### config.mk
export PLATFORM = sky130hd
export DESIGN_NAME = lcd_controller_register_file_unit
export DESIGN_NICKNAME = d
export VERILOG_FILES = /design/src/rtl/lcdrf_pkg.sv /design/src/rtl/lcd_controller_register_file_unit.sv
export VERILOG_INCLUDE_DIRS = /design/src /design/src/rtl
export SDC_FILE = /design/constraint.sdc
export NUM_CORES = 1
export LEC_CHECK = 0
export BUFFER_PORTS_ARGS = -buffer_cell sky130_fd_sc_hd__buf_2
export CAP_MARGIN = 0
export CELL_PAD_IN_SITES_DETAIL_PLACEMENT = 1
export CELL_PAD_IN_SITES_GLOBAL_PLACEMENT = 2
export CORE_MARGIN = 2
export CORE_UTILIZATION = 45
export DETAILED_ROUTE_END_ITERATION = 12
export HOLD_SLACK_MARGIN = 0.08
export PLACE_DENSITY_LB_ADDON = 0.3
export RECOVER_POWER = 25
export SLEW_MARGIN = 20
export SYNTH_ARGS = -nofsm -noshare
export SYNTH_HDL_FRONTEND = slang
export SYNTH_SLANG_ARGS = --single-unit
### constraint.sdc
create_clock -name clk -period 4.3 [get_ports clk]
set_input_delay 1.29 -clock clk [delete_from_list [all_inputs] [get_ports clk]]
set_output_delay 1.29 -clock clk [all_outputs]
set_load 0.01 [all_outputs]
### src/rtl/lcd_controller_register_file_unit_assert.svh
// Assertion macros for the LCD register file.
// Used by lcd_controller_register_file_unit; needs a clock named clk and a reset named rst.
`ifndef LCD_CONTROLLER_REGISTER_FILE_UNIT_ASSERT_SVH
`define LCD_CONTROLLER_REGISTER_FILE_UNIT_ASSERT_SVH
`ifndef SYNTHESIS
// same-cycle implication
`define LCDRF_ASSERT_NOW(lbl, ante, cons) \
  lbl: assert property (@(posedge clk) disable iff (rst) (ante) |-> (cons)) \
    else $error("lcdrf assertion failed");
// next-cycle implication
`define LCDRF_ASSERT_NEXT(lbl, ante, cons) \
  lbl: assert property (@(posedge clk) disable iff (rst) (ante) |=> (cons)) \
    else $error("lcdrf assertion failed");
`else
`define LCDRF_ASSERT_NOW(lbl, ante, cons)
`define LCDRF_ASSERT_NEXT(lbl, ante, cons)
`endif
`endif

### src/rtl/lcdrf_pkg.sv
// Shared types and register offsets for the LCD register file.
// No dependencies.
package lcdrf_pkg;

  typedef logic [7:0]  byte_t;
  typedef logic [27:0] ref_point_t;

  localparam logic REQ_WRITE = 1'b1;

  localparam byte_t ADDR_DISPCNT_LO  = 8'h00;
  localparam byte_t ADDR_DISPCNT_HI  = 8'h01;
  localparam byte_t ADDR_GREEN_SWAP  = 8'h02;
  localparam byte_t ADDR_DISPSTAT    = 8'h04;
  localparam byte_t ADDR_VCOMPARE    = 8'h05;
  localparam byte_t ADDR_VCOUNT      = 8'h06;
  localparam byte_t ADDR_BGCNT_FIRST = 8'h08;
  localparam byte_t ADDR_BGCNT_LAST  = 8'h0F;
  localparam byte_t ADDR_SCROLL_FIRST = 8'h10;
  localparam byte_t ADDR_SCROLL_LAST = 8'h1F;
  localparam byte_t ADDR_AFF2_FIRST  = 8'h20;
  localparam byte_t ADDR_AFF2_LAST   = 8'h27;
  localparam byte_t ADDR_REF2_FIRST  = 8'h28;
  localparam byte_t ADDR_REF2_LAST   = 8'h2F;
  localparam byte_t ADDR_AFF3_FIRST  = 8'h30;
  localparam byte_t ADDR_AFF3_LAST   = 8'h37;
  localparam byte_t ADDR_REF3_FIRST  = 8'h38;
  localparam byte_t ADDR_REF3_LAST   = 8'h3F;
  localparam byte_t ADDR_WINBND_FIRST = 8'h40;
  localparam byte_t ADDR_WINBND_LAST = 8'h47;
  localparam byte_t ADDR_WININ_0     = 8'h48;
  localparam byte_t ADDR_WININ_1     = 8'h49;
  localparam byte_t ADDR_WINOUT      = 8'h4A;
  localparam byte_t ADDR_WINOBJ      = 8'h4B;
  localparam byte_t ADDR_MOSAIC_LO   = 8'h4C;
  localparam byte_t ADDR_MOSAIC_HI   = 8'h4D;
  localparam byte_t ADDR_BLEND_LO    = 8'h50;
  localparam byte_t ADDR_BLEND_HI    = 8'h51;
  localparam byte_t ADDR_BLEND_EVA   = 8'h52;
  localparam byte_t ADDR_BLEND_EVB   = 8'h53;
  localparam byte_t ADDR_BLEND_EVY   = 8'h54;

endpackage

### src/rtl/lcd_controller_register_file_unit.sv
// Byte-wide register file of a tile/bitmap LCD controller: decode, storage, read-back.
// Depends on lcdrf_pkg and lcd_controller_register_file_unit_assert.svh.
//
//  channel | signals                                              | direction
//  --------+------------------------------------------------------+----------
//  request | in_valid/in_ready, req_type, addr_offset, write_data,  | in
//          | in_vblank, in_hblank, line_match, line_count         |
//  result  | out_valid/out_ready, read_data                       | out
//
// One access per cycle sustained while out_ready is high; after the request transfer the
// access passes through the input register, then the result register.
// Register writes and read decode happen as the access moves into the result register.
// Synchronous reset clears every register field and both valid flags.
// A stalled result holds the input register; in_ready drops only when both are full
// and out_ready is low.
`include "lcd_controller_register_file_unit_assert.svh"

module lcd_controller_register_file_unit
  import lcdrf_pkg::*;
(
  input  logic       clk,
  input  logic       rst,
  input  logic       in_valid,
  output logic       in_ready,
  input  logic       req_type,
  input  logic [7:0] addr_offset,
  input  logic [7:0] write_data,
  input  logic       in_vblank,
  input  logic       in_hblank,
  input  logic       line_match,
  input  logic [7:0] line_count,
  output logic       out_valid,
  input  logic       out_ready,
  output logic [7:0] read_data
);

  // input register
  logic       s1_valid;
  logic       s1_wr;
  byte_t      s1_addr;
  byte_t      s1_data;
  logic       s1_vblank;
  logic       s1_hblank;
  logic       s1_match;
  byte_t      s1_line;

  // register fields
  logic [15:0] display_control;
  logic        outside_window_enable;
  logic        green_swap_flag;
  logic [2:0]  status_irq_enables;
  logic [7:0]  vcount_compare;
  logic [15:0] layer_control [4];
  logic [8:0]  scroll_offset [8];
  logic [15:0] affine_matrix [8];
  ref_point_t  reference_point [4];
  ref_point_t  reference_latch [4];
  logic [7:0]  window_bound [8];
  logic [5:0]  window_layer_mask [4];
  logic [3:0]  mosaic_size [4];
  logic [13:0] blend_targets_mode;
  logic [4:0]  blend_coefficient [3];

  logic        s1_adv;
  logic        wr_commit;
  logic [1:0]  layer_idx;
  logic [15:0] layer_next;
  logic [2:0]  scroll_idx;
  logic [2:0]  affine_idx;
  logic [15:0] affine_next;
  logic [1:0]  ref_idx;
  ref_point_t  ref_next;
  logic [1:0]  coef_idx;
  byte_t       rd_mux;

  assign s1_adv    = s1_valid && (!out_valid || out_ready);
  assign in_ready  = !s1_valid || s1_adv;
  assign wr_commit = s1_adv && (s1_wr == REQ_WRITE);

  always_ff @(posedge clk) begin
    if (rst) begin
      s1_valid <= 1'b0;
    end else if (in_ready) begin
      s1_valid <= in_valid;
    end
  end

  always_ff @(posedge clk) begin
    if (in_valid && in_ready) begin
      s1_wr     <= req_type;
      s1_addr   <= addr_offset;
      s1_data   <= write_data;
      s1_vblank <= in_vblank;
      s1_hblank <= in_hblank;
      s1_match  <= line_match;
      s1_line   <= line_count;
    end
  end

  // field indexes taken straight from the offset bits
  assign layer_idx  = s1_addr[2:1];
  assign scroll_idx = s1_addr[3:1];
  assign affine_idx = {s1_addr[4], s1_addr[2:1]};
  assign ref_idx    = {s1_addr[4], s1_addr[2]};
  assign coef_idx   = 2'(s1_addr[1:0] - 2'd2);

  always_comb begin
    layer_next = layer_control[layer_idx];
    if (s1_addr[0]) layer_next[15:8] = s1_data;
    else            layer_next[7:0]  = s1_data;
    // wrap bit exists only on the affine layers
    if (!layer_idx[1]) layer_next[13] = 1'b0;

    affine_next = affine_matrix[affine_idx];
    if (s1_addr[0]) affine_next[15:8] = s1_data;
    else            affine_next[7:0]  = s1_data;

    ref_next = reference_point[ref_idx];
    case (s1_addr[1:0])
      2'd0:    ref_next[7:0]   = s1_data;
      2'd1:    ref_next[15:8]  = s1_data;
      2'd2:    ref_next[23:16] = s1_data;
      default: ref_next[27:24] = s1_data[3:0];
    endcase
  end

  always_ff @(posedge clk) begin
    if (rst) begin
      display_control       <= '0;
      outside_window_enable <= 1'b0;
      green_swap_flag       <= 1'b0;
      status_irq_enables    <= '0;
      vcount_compare        <= '0;
      blend_targets_mode    <= '0;
      for (int i = 0; i < 4; i++) begin
        layer_control[i]     <= '0;
        reference_point[i]   <= '0;
        reference_latch[i]   <= '0;
        window_layer_mask[i] <= '0;
        mosaic_size[i]       <= '0;
      end
      for (int i = 0; i < 8; i++) begin
        scroll_offset[i] <= '0;
        affine_matrix[i] <= '0;
        window_bound[i]  <= '0;
      end
      for (int i = 0; i < 3; i++) begin
        blend_coefficient[i] <= '0;
      end
    end else if (wr_commit) begin
      unique case (s1_addr) inside
        ADDR_DISPCNT_LO: display_control[7:0] <= s1_data;
        ADDR_DISPCNT_HI: begin
          display_control[15:8] <= s1_data;
          outside_window_enable <= |s1_data[7:5];
        end
        ADDR_GREEN_SWAP: green_swap_flag <= s1_data[0];
        ADDR_DISPSTAT:   status_irq_enables <= s1_data[5:3];
        ADDR_VCOMPARE:   vcount_compare <= s1_data;
        [ADDR_BGCNT_FIRST:ADDR_BGCNT_LAST]: layer_control[layer_idx] <= layer_next;
        [ADDR_SCROLL_FIRST:ADDR_SCROLL_LAST]: begin
          if (s1_addr[0]) scroll_offset[scroll_idx][8]   <= s1_data[0];
          else            scroll_offset[scroll_idx][7:0] <= s1_data;
        end
        [ADDR_AFF2_FIRST:ADDR_AFF2_LAST],
        [ADDR_AFF3_FIRST:ADDR_AFF3_LAST]: affine_matrix[affine_idx] <= affine_next;
        [ADDR_REF2_FIRST:ADDR_REF2_LAST],
        [ADDR_REF3_FIRST:ADDR_REF3_LAST]: begin
          reference_point[ref_idx] <= ref_next;
          reference_latch[ref_idx] <= ref_next;
        end
        [ADDR_WINBND_FIRST:ADDR_WINBND_LAST]: window_bound[s1_addr[2:0]] <= s1_data;
        ADDR_WININ_0: window_layer_mask[0] <= s1_data[5:0];
        ADDR_WININ_1: window_layer_mask[1] <= s1_data[5:0];
        ADDR_WINOUT:  window_layer_mask[3] <= s1_data[5:0];
        ADDR_WINOBJ:  window_layer_mask[2] <= s1_data[5:0];
        ADDR_MOSAIC_LO, ADDR_MOSAIC_HI: begin
          mosaic_size[{s1_addr[0], 1'b0}] <= s1_data[3:0];
          mosaic_size[{s1_addr[0], 1'b1}] <= s1_data[7:4];
        end
        ADDR_BLEND_LO: blend_targets_mode[7:0]  <= s1_data;
        ADDR_BLEND_HI: blend_targets_mode[13:8] <= s1_data[5:0];
        ADDR_BLEND_EVA, ADDR_BLEND_EVB, ADDR_BLEND_EVY:
          blend_coefficient[coef_idx] <= s1_data[4:0];
        default: ;
      endcase
    end
  end

  // read decode; write-only and unmapped offsets give zero
  always_comb begin
    unique case (s1_addr) inside
      ADDR_DISPCNT_LO: rd_mux = display_control[7:0];
      ADDR_DISPCNT_HI: rd_mux = display_control[15:8];
      ADDR_GREEN_SWAP: rd_mux = {7'd0, green_swap_flag};
      ADDR_DISPSTAT:   rd_mux = {2'd0, status_irq_enables, s1_match, s1_hblank, s1_vblank};
      ADDR_VCOMPARE:   rd_mux = vcount_compare;
      ADDR_VCOUNT:     rd_mux = s1_line;
      [ADDR_BGCNT_FIRST:ADDR_BGCNT_LAST]:
        rd_mux = s1_addr[0] ? layer_control[layer_idx][15:8] : layer_control[layer_idx][7:0];
      ADDR_WININ_0:   rd_mux = {2'd0, window_layer_mask[0]};
      ADDR_WININ_1:   rd_mux = {2'd0, window_layer_mask[1]};
      ADDR_WINOUT:    rd_mux = {2'd0, window_layer_mask[3]};
      ADDR_WINOBJ:    rd_mux = {2'd0, window_layer_mask[2]};
      ADDR_BLEND_LO:  rd_mux = blend_targets_mode[7:0];
      ADDR_BLEND_HI:  rd_mux = {2'd0, blend_targets_mode[13:8]};
      ADDR_BLEND_EVA: rd_mux = {3'd0, blend_coefficient[0]};
      ADDR_BLEND_EVB: rd_mux = {3'd0, blend_coefficient[1]};
      default:        rd_mux = '0;
    endcase
  end

  always_ff @(posedge clk) begin
    if (rst) begin
      out_valid <= 1'b0;
    end else if (s1_adv) begin
      out_valid <= 1'b1;
    end else if (out_ready) begin
      out_valid <= 1'b0;
    end
  end

  always_ff @(posedge clk) begin
    if (s1_adv) begin
      read_data <= (s1_wr == REQ_WRITE) ? 8'd0 : rd_mux;
    end
  end

  `LCDRF_ASSERT_NEXT(a_write_reads_zero, wr_commit, out_valid && read_data == 8'd0)
  `LCDRF_ASSERT_NEXT(a_vcompare_written, wr_commit && s1_addr == ADDR_VCOMPARE, vcount_compare == $past(s1_data))
  `LCDRF_ASSERT_NOW(a_no_wrap_bg01, 1'b1, !layer_control[0][13] && !layer_control[1][13])
  `LCDRF_ASSERT_NOW(a_latch_tracks, 1'b1, reference_latch[3] == reference_point[3] && reference_latch[2] == reference_point[2])
  `LCDRF_ASSERT_NOW(a_stall_cause, !in_ready, s1_valid && out_valid && !out_ready)

endmodule

==> impl_metrics.tcl, run 1 <==
set metrics [dict create \
    yosysSeqAreaShare_pct 61.6 \
    swShare_pct 23.8 \
    cp.arrival_ns 3.42 \
    synth_top_cell_area_share_pct 50.1 \
    die_w_um 138 \
    seqPwrFrac_pct 51.3 \
    synth_edf_count 134 \
    finClkSkew_ns 0.0139 \
    hold_violations 0 \
    initial_core_util_pct 46.2 \
    dp_hpwl_um 16000 \
    worst_pin_slew_ns 0.869 \
    n_antenna_cell 0 \
    fp.dieH_um 138 \
    max_freq_mhz 305 \
    rsz0062_at_grt "no" \
    yosysWarnings 0 \
    hold_depth 2 \
    die_area_mm2 0.0189 \
    fin_nets 742 \
    drt_iter0_drc 502 \
    slew_headroom_pct 42.1 \
    firstDrtPassIters 5 \
    ir_worst_vdd_mv 0.302 \
    reg2reg_depth 6 \
    yosysUniqueCellTypes 49 \
    synth-seq-cells 180 \
    end_kind "flop" \
    p_comb_share_pct 5.7 \
    antenna_left 0 \
    crit_path_start_kind "primary input" \
    gr-total-overflow 0 \
    gp_congestion 0.833 \
    crit_path_max_incr_delay_ns 0.57 \
    required_ns 4.44 \
    num_vias 5639 \
    coreArea_mm2 0.0174 \
    h-tree-depth 4 \
    antenna_found_initial 0 \
    worstReg2RegStart "s1_addr[5]" \
    period_minus_slack_ns 3.28 \
    period_share_pct 76.3 \
    ioPinCount 42 \
    first_global_vias 5855 \
    avgSynthCellArea_um2 11.8 \
    reg2reg_to "layer_control[0][0]" \
    tns_ns 0 \
    utilization_pct 52.0 \
    crit_type "in2reg" \
    min_to "vcount_compare[1]" \
    worstHoldStart "vcount_compare[1]" \
    cts_setup_buffers 0 \
    leakage_nw 3.11 \
    final_common_cell "edfxtp_1" \
    outcome "finished, final reports clean" \
    clkPwrFrac_pct 43.0 \
    routed_via_density 5.95 \
    area_growth_pct 12.5 \
    drive_gt1_share_pct 15.4 \
    min_path_type "reg2reg" \
    power.switching_w 0.000915 \
    cts_tree "built" \
    cts_hold_buf 0 \
    numCtsBuffers 17 \
    power_density_mw_per_mm2 426 \
    internal_power_w 0.00293 \
    critPathMaxFanout 10 \
    finalSetupViolCount 0 \
    wirelength_um 22600 \
    wire_per_inst_um 23.8 \
    clk_path_buf_depth 2 \
    slowest_stage "or3_1" \
    synth_top_flop_cell "edfxtp_1" \
    grt_pass1_wl_um 34900 \
    path_cells "buf_2 -> nand2b_1 -> nand3_1 -> or3_1 -> or3_1 -> nand2b_1 -> buf_4" \
    final_cell_mix "edfxtp_1, nor2_1, nand2_1" \
    num_rows 48 \
    numClockSinks 180 \
    clk_pin_slew_worst_paths_ns 0.07 \
    drcViolationCount 0 \
    synthCells 678 \
    cts_resized 0 \
    io_buffers 41 \
    r2r_slack_ns 1.23 \
    async_flop_share_pct 0 \
    fillCellCount 1803 \
    synth_area_mm2 0.00803 \
    grt.total_usage_pct 25.6 \
    maxCapViolCount 0 \
    synthTopCellsByArea "edfxtp_1, dfxtp_1, mux4_2" \
    clk_latency_ns 0.44 \
    grt_max_degree 58 \
    cts_root_buf "clkbuf_16" \
    drv_slew 0 \
    synth_top_area_cell "edfxtp_1" \
]
[worst max-delay path: cells and delay by family]
kind | cells | cell delay (ns)
buffers and inverters | 2 | 0.35
and+or+nand+nor | 5 | 1.77
[stage by stage]
step                      area, µm²  total power, W  hold WS, ns  instances  setup WS, ns
final                          9030         0.00385        0.481        948          1.02
after global routing           9030         0.00396        0.502        948         0.921
after CTS                      9060         0.00387        0.480        948          1.08
after detailed placement       8440         0.00223        0.471        916         0.614
after global placement         8440         0.00222        0.461        916         0.784
after floorplan                8030         0.00213        0.450        679         0.985
[state kept, by name (all words and copies together) (netlist names), named ones only]
signal              flops
layer_control          64
window_layer_mask      24
display_control        16
blend_targets_mode     14
blend_coefficient      10
read_data               8
s1_addr                 8
s1_data                 8
s1_line                 8
vcount_compare          8
status_irq_enables      3
green_swap_flag         1
out_valid               1
s1_hblank               1
s1_match                1
s1_valid                1
s1_vblank               1
s1_wr                   1
[kinds of logic after synthesis]
family / after synthesis / synth area share, %
buffers and inverters: 55 / 3.07
and+or+nand+nor: 238 / 14.0
DFF: 180 / 61.6
muxes: 63 / 11.0
AOI/OAI and AO/OA: 141 / 10.3
other: 1 / 0.0467
[layout make-up]
| class | count | area, µm² | share of cell area, % |
|---|---|---|---|
| clock buffers | 18 | 429 | 4.75 |
| clock inverters | 14 | 188 | 2.08 |
| inverters | 6 | 22.5 | 0.249 |
| multi-input cells | 444 | 2840 | 31.4 |
| flip-flops and latches | 180 | 4950 | 54.8 |
| well taps | 225 | 282 | 3.12 |
| repair buffers | 61 | 324 | 3.59 |
[worst max-delay path by stage]
stage	cells after the start	start	slack, ns	end
global placement	7	out_ready	0.78	layer_control[0][10]
floorplan	7	out_ready	0.99	layer_control[0][0]
CTS	7	out_ready	1.08	layer_control[0][0]
finish	7	out_ready	1.02	layer_control[0][0]
global route	7	out_ready	0.92	layer_control[0][11]
detailed placement	7	out_ready	0.61	layer_control[0][10]
[layer usage]
| layer | track usage (%) | part of all wire [%] |
|---|---|---|
| met5 | 0 | 0 |
| met4 | 9.68 | 2.6 |
| met3 | 4.93 | 5.0 |
| met2 | 42.2 | 50 |
| met1 | 33.6 | 43 |
[power by group through the flow]
| stage | Sequential (W) | Combinational (W) | Clock, W |
|---|---|---|---|
| 2_1_floorplan | 0.00197 | 0.000160 | 0 |
| 3_3_place_gp | 0.00201 | 0.000214 | 0 |
| 3_5_place_dp | 0.00201 | 0.000219 | 0 |
| 4_1_cts | 0.00198 | 0.000220 | 0.00167 |
| 5_1_grt | 0.00198 | 0.000235 | 0.00174 |
| 6_report | 0.00198 | 0.000219 | 0.00165 |
[synth_stat cells (all sizes together) (2+ instances only)]
| master | number |
|---|---|
| dfxtp | 46 |
| a21oi | 50 |
| o22ai | 2 |
| mux2 | 10 |
| nand3b | 4 |
| edfxtp | 134 |
| nand2 | 63 |
| nor4 | 3 |
| o21ai | 49 |
| nand2b | 5 |
| nor2b | 5 |
| clkbuf | 34 |
| a22o | 2 |
| nand4 | 3 |
| a32o | 2 |
| a31o | 2 |
| a2111oi | 2 |
| buf | 15 |
| a221oi | 2 |
| nor2 | 88 |
| mux2i | 34 |
| and2 | 37 |
| mux4 | 19 |
| or3 | 5 |
| inv | 6 |
| a22oi | 9 |
| nor3 | 5 |
| or2 | 3 |
| a211oi | 4 |
| a31oi | 4 |
| a21o | 4 |
| nand3 | 13 |
| o21bai | 2 |
Power figures use the tool's default switching activity.
==> run 2: changes to the inputs <==
--- a/config.mk
+++ b/config.mk
@@ -6,12 +6,13 @@
 export SDC_FILE = /design/constraint.sdc
 export NUM_CORES = 1
 export LEC_CHECK = 0
+export ABC_AREA = 1
 export BUFFER_PORTS_ARGS = -buffer_cell sky130_fd_sc_hd__buf_2
 export CAP_MARGIN = 0
 export CELL_PAD_IN_SITES_DETAIL_PLACEMENT = 1
 export CELL_PAD_IN_SITES_GLOBAL_PLACEMENT = 2
 export CORE_MARGIN = 2
-export CORE_UTILIZATION = 45
+export CORE_UTILIZATION = 39
 export DETAILED_ROUTE_END_ITERATION = 12
 export HOLD_SLACK_MARGIN = 0.08
 export PLACE_DENSITY_LB_ADDON = 0.3
==> constraint.sdc (replaced) <==
create_clock -name clk -period 3.35 [get_ports clk]
set_input_delay 1.005 -clock clk [delete_from_list [all_inputs] [get_ports clk]]
set_output_delay 1.005 -clock clk [all_outputs]
set_load 0.01 [all_outputs]
==> run 2 against run 1 <==
The flow now finishes with violations (max-capacitance violations, max-slew violations). Cell count is 28% higher. Clock skew is 0.0011 ns higher. Register-to-register slack worse by 0.37 ns. Sequential power is 26% higher. Critical endpoint is now s1_line[7]. Highest routed layer unchanged.
==> impl_metrics.tcl, run 2 <==
set metrics [dict create \
    crit_type "in2reg" \
    worstHoldStart "display_control[7]" \
    slowest_stage "clkbuf_1" \
    synthSimpleGateAreaFrac_pct 27.4 \
    tns_ns 0 \
    io_buffers 41 \
    reg2reg_depth 9 \
    avgSynthCellArea_um2 9.19 \
    ioPinCount 42 \
    gr-total-overflow 0 \
    fillCellCount 2377 \
    fp.dieH_um 149 \
    top_register "layer_control" \
    period_share_pct 80.9 \
    final_common_cell "nand2_1" \
    cp.depth 6 \
    cts_setup_buffers 0 \
    min_to "display_control[7]" \
    area_growth_pct 12.8 \
    drive_gt1_share_pct 13.5 \
    post-synth-top-count-cell "nand2_1" \
    crit_path_max_incr_delay_ns 1.35 \
    path_cells "buf_2 -> inv_1 -> nand3_1 -> nand2_1 -> inv_1 -> clkbuf_1" \
    drcViolationCount 0 \
    synth_top_family_by_area "simple AND/OR/NAND/NOR gates" \
    outcome "finished with violations" \
    synth_top_area_cell "edfxtp_1" \
    clk_latency_ns 0.44 \
    synth_edf_count 134 \
    antenna_left 0 \
    async_flop_share_pct 0 \
    clk_path_buf_depth 2 \
    synth_top_flop_cell "edfxtp_1" \
    numCtsBuffers 17 \
    finClkSkew_ns 0.0150 \
    fin_nets 959 \
    grt_max_degree 52 \
    final_cell_mix "nand2_1, nor2_1, edfxtp_1" \
    r2r_slack_ns 0.86 \
    cts_tree "built" \
    failed_checks "max-capacitance violations, max-slew violations" \
    hold_depth 2 \
    drt_iter0_drc 430 \
    finalSetupViolCount 0 \
    yosysUniqueCellTypes 32 \
    ir_worst_vdd_mv 0.288 \
    coreArea_mm2 0.0204 \
    die_w_um 149 \
    path_buf_inv 4 \
    num_vias 6255 \
    wirelength_um 23000 \
    final_cell_count_no_fill 1210 \
    critPathMaxFanout 32 \
    largest_reg_flops 64 \
    synth-seq-cells 180 \
    antenna_found_initial 0 \
    worst_pin_slew_ns 1.91 \
    yosysWarnings 0 \
    reg2reg_to "layer_control[2][3]" \
    synth_top_cell_area_share_pct 49.3 \
    rsz0062_at_grt "no" \
    crit_path_start_kind "primary input" \
    drv_slew 33 \
    multi_input_area_mm2 0.00278 \
    worstReg2RegStart "s1_wr" \
    synthTopCellsByCount "nand2_1, nor2_1, edfxtp_1, nand3_1, o21ai_0" \
    clkPwrFrac_pct 42.2 \
    num_rows 52 \
    crit_top_cell "inv_1" \
    hold_violations 0 \
    dp_hpwl_um 16100 \
    cts_resized 0 \
    synthMuxAreaShare_pct 0 \
    cts_hold_buf 0 \
    routed_via_density 5.17 \
    maxCapViolCount 1 \
    h-tree-depth 4 \
    n_antenna_cell 0 \
    largestRegisters "layer_control x64, window_layer_mask x24, display_control x16" \
    end_kind "flop" \
    first_global_vias 6383 \
    synthTopCellsByArea "edfxtp_1, dfxtp_1, nand2_1" \
    synth_compound_area_share_pct 6.73 \
    max_freq_mhz 369 \
    power_density_mw_per_mm2 530 \
    seqPwrFrac_pct 51.2 \
    power.switching_w 0.00122 \
    internal_power_w 0.00367 \
    initial_core_util_pct 40.1 \
    place_inst 1178 \
    slew_headroom_pct -27.1 \
    grt_pass1_wl_um 35800 \
    firstDrtPassIters 5 \
    cp_top_family "buffers and inverters" \
    leakage_nw 3.83 \
    numClockSinks 180 \
    synth_area_mm2 0.00816 \
    grt.total_usage_pct 21.8 \
    die_area_mm2 0.0221 \
    swShare_pct 24.9 \
    yosysSeqAreaShare_pct 60.6 \
    synthCells 888 \
    cts_root_buf "clkbuf_16" \
    seqCellArea_mm2 0.00494 \
    hold_ws_ns 0.490 \
    min_path_type "reg2reg" \
    gp_congestion 0.807 \
    synth_xor_area_share_pct 0 \
    required_ns 3.38 \
    wire_per_inst_um 19.0 \
    p_comb_share_pct 6.6 \
    period_minus_slack_ns 2.71 \
    synth_adder_area_share_pct 0 \
    clk_pin_slew_worst_paths_ns 0.08 \
    cp.arrival_ns 2.74 \
]
-- run 2: worst register-to-register path, cell delays in order, from the launching register on --
cell and delay [ns]:
edfxtp_1 0.64, inv_2 0.13, nor2_8 0.24, nand2_2 0.09, inv_2 0.12, nand2_4 0.07, clkinv_4 0.09, nand3_4 0.19
nand2_1 0.35, buf_4 0.28
-- run 2: cells by family (layout without fill, tap and decap cells) --
kind of cell / count (synthesis) / after routing
compound gates: 107 / 107
buf+inv: 96 / 147
simple gates: 504 / 504
flops: 180 / 180
other cells: 1 / 2
-- run 2: layer usage --
layer | vias up | track usage, % | wire length [µm]
met2 | 145 | 36.9 | 11200
met5 | - | 0 | 0
met1 | 3061 | 29.2 | 10500
met3 | 23 | 3.68 | 1080
met4 | 0 | 5.33 | 287
li1 | 3026 | - | -
-- run 2: area by class of cell --
cell class	count	share of cell area [%]
well taps	270	3.67
clock inverters	14	1.82
repair buffers	59	3.59
inverters	56	2.39
clock buffers	18	4.66
multi-input cells	613	30.2
flip-flops and latches	180	53.7
-- run 2: how the worst max path moves through the flow --
stage,from,endpoint,slack (ns)
floorplan,out_ready,layer_control[3][0],0.24
global placement,out_ready,layer_control[2][7],0.48
detailed placement,out_ready,layer_control[2][15],0.36
CTS,out_ready,layer_control[2][4],0.77
global route,out_ready,flop,0.38
finish,out_ready,s1_line[7],0.64
-- run 2: metrics by stage --
| step | util, % | cell area [µm²] | power, W | setup slack (ns) |
|---|---|---|---|---|
| final | 45.2 | 9210 | 0.00488 | 0.639 |
| after global routing | 45.2 | 9210 | 0.00504 | 0.381 |
| after CTS | 45.4 | 9240 | 0.00492 | 0.775 |
| after detailed placement | 42.4 | 8640 | 0.00288 | 0.358 |
| after global placement | 42.4 | 8640 | 0.00287 | 0.484 |
| after floorplan | - | 8170 | 0.00274 | 0.240 |
-- run 2: power groups by stage --
| stage | combinational (W) | sequential (W) | clock [W] |
|---|---|---|---|
| final | 0.000322 | 0.00250 | 0.00206 |
| after global placement | 0.000322 | 0.00255 | 0 |
| after CTS | 0.000329 | 0.00250 | 0.00209 |
| after floorplan | 0.000205 | 0.00253 | 0 |
| after detailed placement | 0.000327 | 0.00255 | 0 |
| after global routing | 0.000358 | 0.00251 | 0.00218 |
==> run 3: changes to the inputs <==
--- a/config.mk
+++ b/config.mk
@@ -6,13 +6,13 @@
 export SDC_FILE = /design/constraint.sdc
 export NUM_CORES = 1
 export LEC_CHECK = 0
-export ABC_AREA = 1
+export ABC_AREA = 0
 export BUFFER_PORTS_ARGS = -buffer_cell sky130_fd_sc_hd__buf_2
 export CAP_MARGIN = 0
 export CELL_PAD_IN_SITES_DETAIL_PLACEMENT = 1
 export CELL_PAD_IN_SITES_GLOBAL_PLACEMENT = 2
 export CORE_MARGIN = 2
-export CORE_UTILIZATION = 39
+export CORE_UTILIZATION = 42
 export DETAILED_ROUTE_END_ITERATION = 12
 export HOLD_SLACK_MARGIN = 0.08
 export PLACE_DENSITY_LB_ADDON = 0.3
==> constraint.sdc (replaced) <==
create_clock -name clk -period 2.5 [get_ports clk]
set_input_delay 0.75 -clock clk [delete_from_list [all_inputs] [get_ports clk]]
set_output_delay 0.75 -clock clk [all_outputs]
set_load 0.01 [all_outputs]
==> run 3 against run 2 <==
The flow now finishes without violations. Register-to-register slack worse by 0.74 ns. Wire length up 3.2%. First-iteration DRC count down 5.8%. Die area down 8.5%. Largest cell class unchanged. Largest power group unchanged.
==> impl_metrics.tcl, run 3 (synthesis gave the netlist of run 1 again) <==
set metrics [dict create \
    slew_headroom_pct 17.5 \
    required_ns 2.62 \
    finalSetupViolCount 0 \
    hold_ws_ns 0.482 \
    period_share_pct 95.2 \
    h-tree-depth 4 \
    final_cell_mix "edfxtp_1, nor2_1, nand2_1" \
    gp_congestion 0.837 \
    fin_area_mm2 0.00936 \
    worst_pin_slew_ns 1.24 \
    rsz0062_at_grt "yes" \
    io_buffers 41 \
    area_growth_pct 16.6 \
    leakage_nw 3.31 \
    cp.arrival_ns 2.50 \
    placed_cell_area_mm2 0.00877 \
    worstHoldStart "addr_offset[0]" \
    final_common_cell "edfxtp_1" \
    crit_top_cell "or3_1" \
    wirelength_um 23700 \
    power_density_mw_per_mm2 712 \
    coreArea_mm2 0.0187 \
    crit_path_max_incr_delay_ns 0.47 \
    path_cells "nor4_4 -> nand2_4 -> or3_1 -> or3_1 -> nand2b_4" \
    p_comb_share_pct 6.6 \
    fp.dieH_um 142 \
    clk_path_buf_depth 2 \
    ioPinCount 42 \
    outcome "finished, final reports clean" \
    initial_core_util_pct 42.9 \
    drive_gt1_share_pct 19.2 \
    dp_hpwl_um 16200 \
    antenna_found_initial 0 \
    end_kind "flop" \
    drcViolationCount 0 \
    grt.total_usage_pct 24.7 \
    cts_tree "built" \
    cts_setup_buffers 0 \
    period_minus_slack_ns 2.38 \
    clkPwrFrac_pct 42.8 \
    reg2reg_to "layer_control[0][11]" \
    critPathMaxFanout 16 \
    place_inst 956 \
    ir_worst_vdd_mv 0.443 \
    maxCapViolCount 0 \
    drv_slew 0 \
    grt_max_degree 36 \
    min_path_type "in2reg" \
    slowest_stage "edfxtp_1" \
    hold_depth 1 \
    crit_path_start_kind "flop" \
    path_buf_inv 0 \
    hold_violations 0 \
    largest_reg_flops 64 \
    utilization_pct 50.0 \
    num_vias 5636 \
    numCtsBuffers 17 \
    largestRegisters "layer_control x64, window_layer_mask x24, display_control x16" \
    firstDrtPassIters 4 \
    die_area_mm2 0.0202 \
    clk_latency_ns 0.45 \
    routed_via_density 5.70 \
    numClockSinks 180 \
    reg2reg_depth 5 \
    die_w_um 142 \
    final_cell_count_no_fill 988 \
    cts_root_buf "clkbuf_16" \
    clk_pin_slew_worst_paths_ns 0.07 \
    crit_type "reg2reg" \
    n_antenna_cell 0 \
    num_rows 50 \
    internal_power_w 0.00510 \
    worstReg2RegStart "s1_addr[5]" \
    r2r_slack_ns 0.12 \
    cts_hold_buf 0 \
    top_register "layer_control" \
    grt_pass1_wl_um 36400 \
    fin_nets 773 \
    antenna_left 0 \
    seqPwrFrac_pct 50.7 \
    power.switching_w 0.00157 \
    first_global_vias 6021 \
    wire_per_inst_um 24.0 \
    swShare_pct 23.6 \
    cp_top_family "simple AND/OR/NAND/NOR gates" \
    max_freq_mhz 420 \
    min_to "s1_addr[0]" \
    drt_iter0_drc 405 \
    gr-total-overflow 0 \
    finClkSkew_ns 0.0163 \
]
-- run 3: how the worst max path moves through the flow --
stage | from | endpoint | slack (ns) | cells after the start
final | s1_addr[5] | layer_control[0][11] | 0.12 | 5
after global routing | s1_addr[6] | blend_coefficient[0][0] | -0.005 | 5
after CTS | s1_addr[6] | blend_targets_mode[2] | 0.03 | 6
after detailed placement | out_ready | layer_control[0][10] | 0.06 | 6
after global placement | out_ready | layer_control[1][9] | 0.07 | 6
after floorplan | out_ready | layer_control[0][0] | 0.03 | 7
-- run 3: power groups by stage --
stage	sequential (W)	clock, W	combinational (W)
after floorplan	0.00339	0	0.000278
after global placement	0.00344	0	0.000432
after detailed placement	0.00344	0	0.000443
after CTS	0.00338	0.00288	0.000445
after global routing	0.00339	0.00299	0.000473
final	0.00338	0.00285	0.000438
-- run 3: worst register-to-register path: stages, from the launching register on --
cell	delay, ns
edfxtp_1	0.47
nor4_4	0.38
nand2_4	0.11
or3_1	0.43
or3_1	0.41
nand2b_4	0.26
-- run 3: metal layers --
layer / vias to the layer above / track usage, % / part of all wire [%]
li1: 2605 / - / -
met1: 2885 / 31.8 / 44
met2: 113 / 42.3 / 50
met3: 33 / 4.61 / 3.6
met4: 0 / 7.84 / 2.0
met5: - / 0 / 0
-- run 3: through the flow --
stage	setup slack, ns	total power [W]	setup TNS [ns]
after floorplan	0.0258	0.00367	0
after global placement	0.0688	0.00387	0
after detailed placement	0.0583	0.00388	0
after CTS	0.0326	0.00670	0
after global routing	-0.00474	0.00685	-0.0221
final	0.119	0.00667	0
-- run 3: repair_timing --
item	CTS	global route
resized for setup	0	4
endpoints found under the setup margin	0	19
endpoints found under the hold margin	0	0
-- run 3: cell type report --
class / instances / area [µm²]
Clock buffer: 21 / 450
Fill cell: 1973 / 9350
Multi-Input combinational cell: 444 / 2870
Inverter: 6 / 22.5
Tap cell: 234 / 293
Timing Repair Buffer: 92 / 621
Sequential cell: 180 / 4940
Clock inverter: 11 / 163
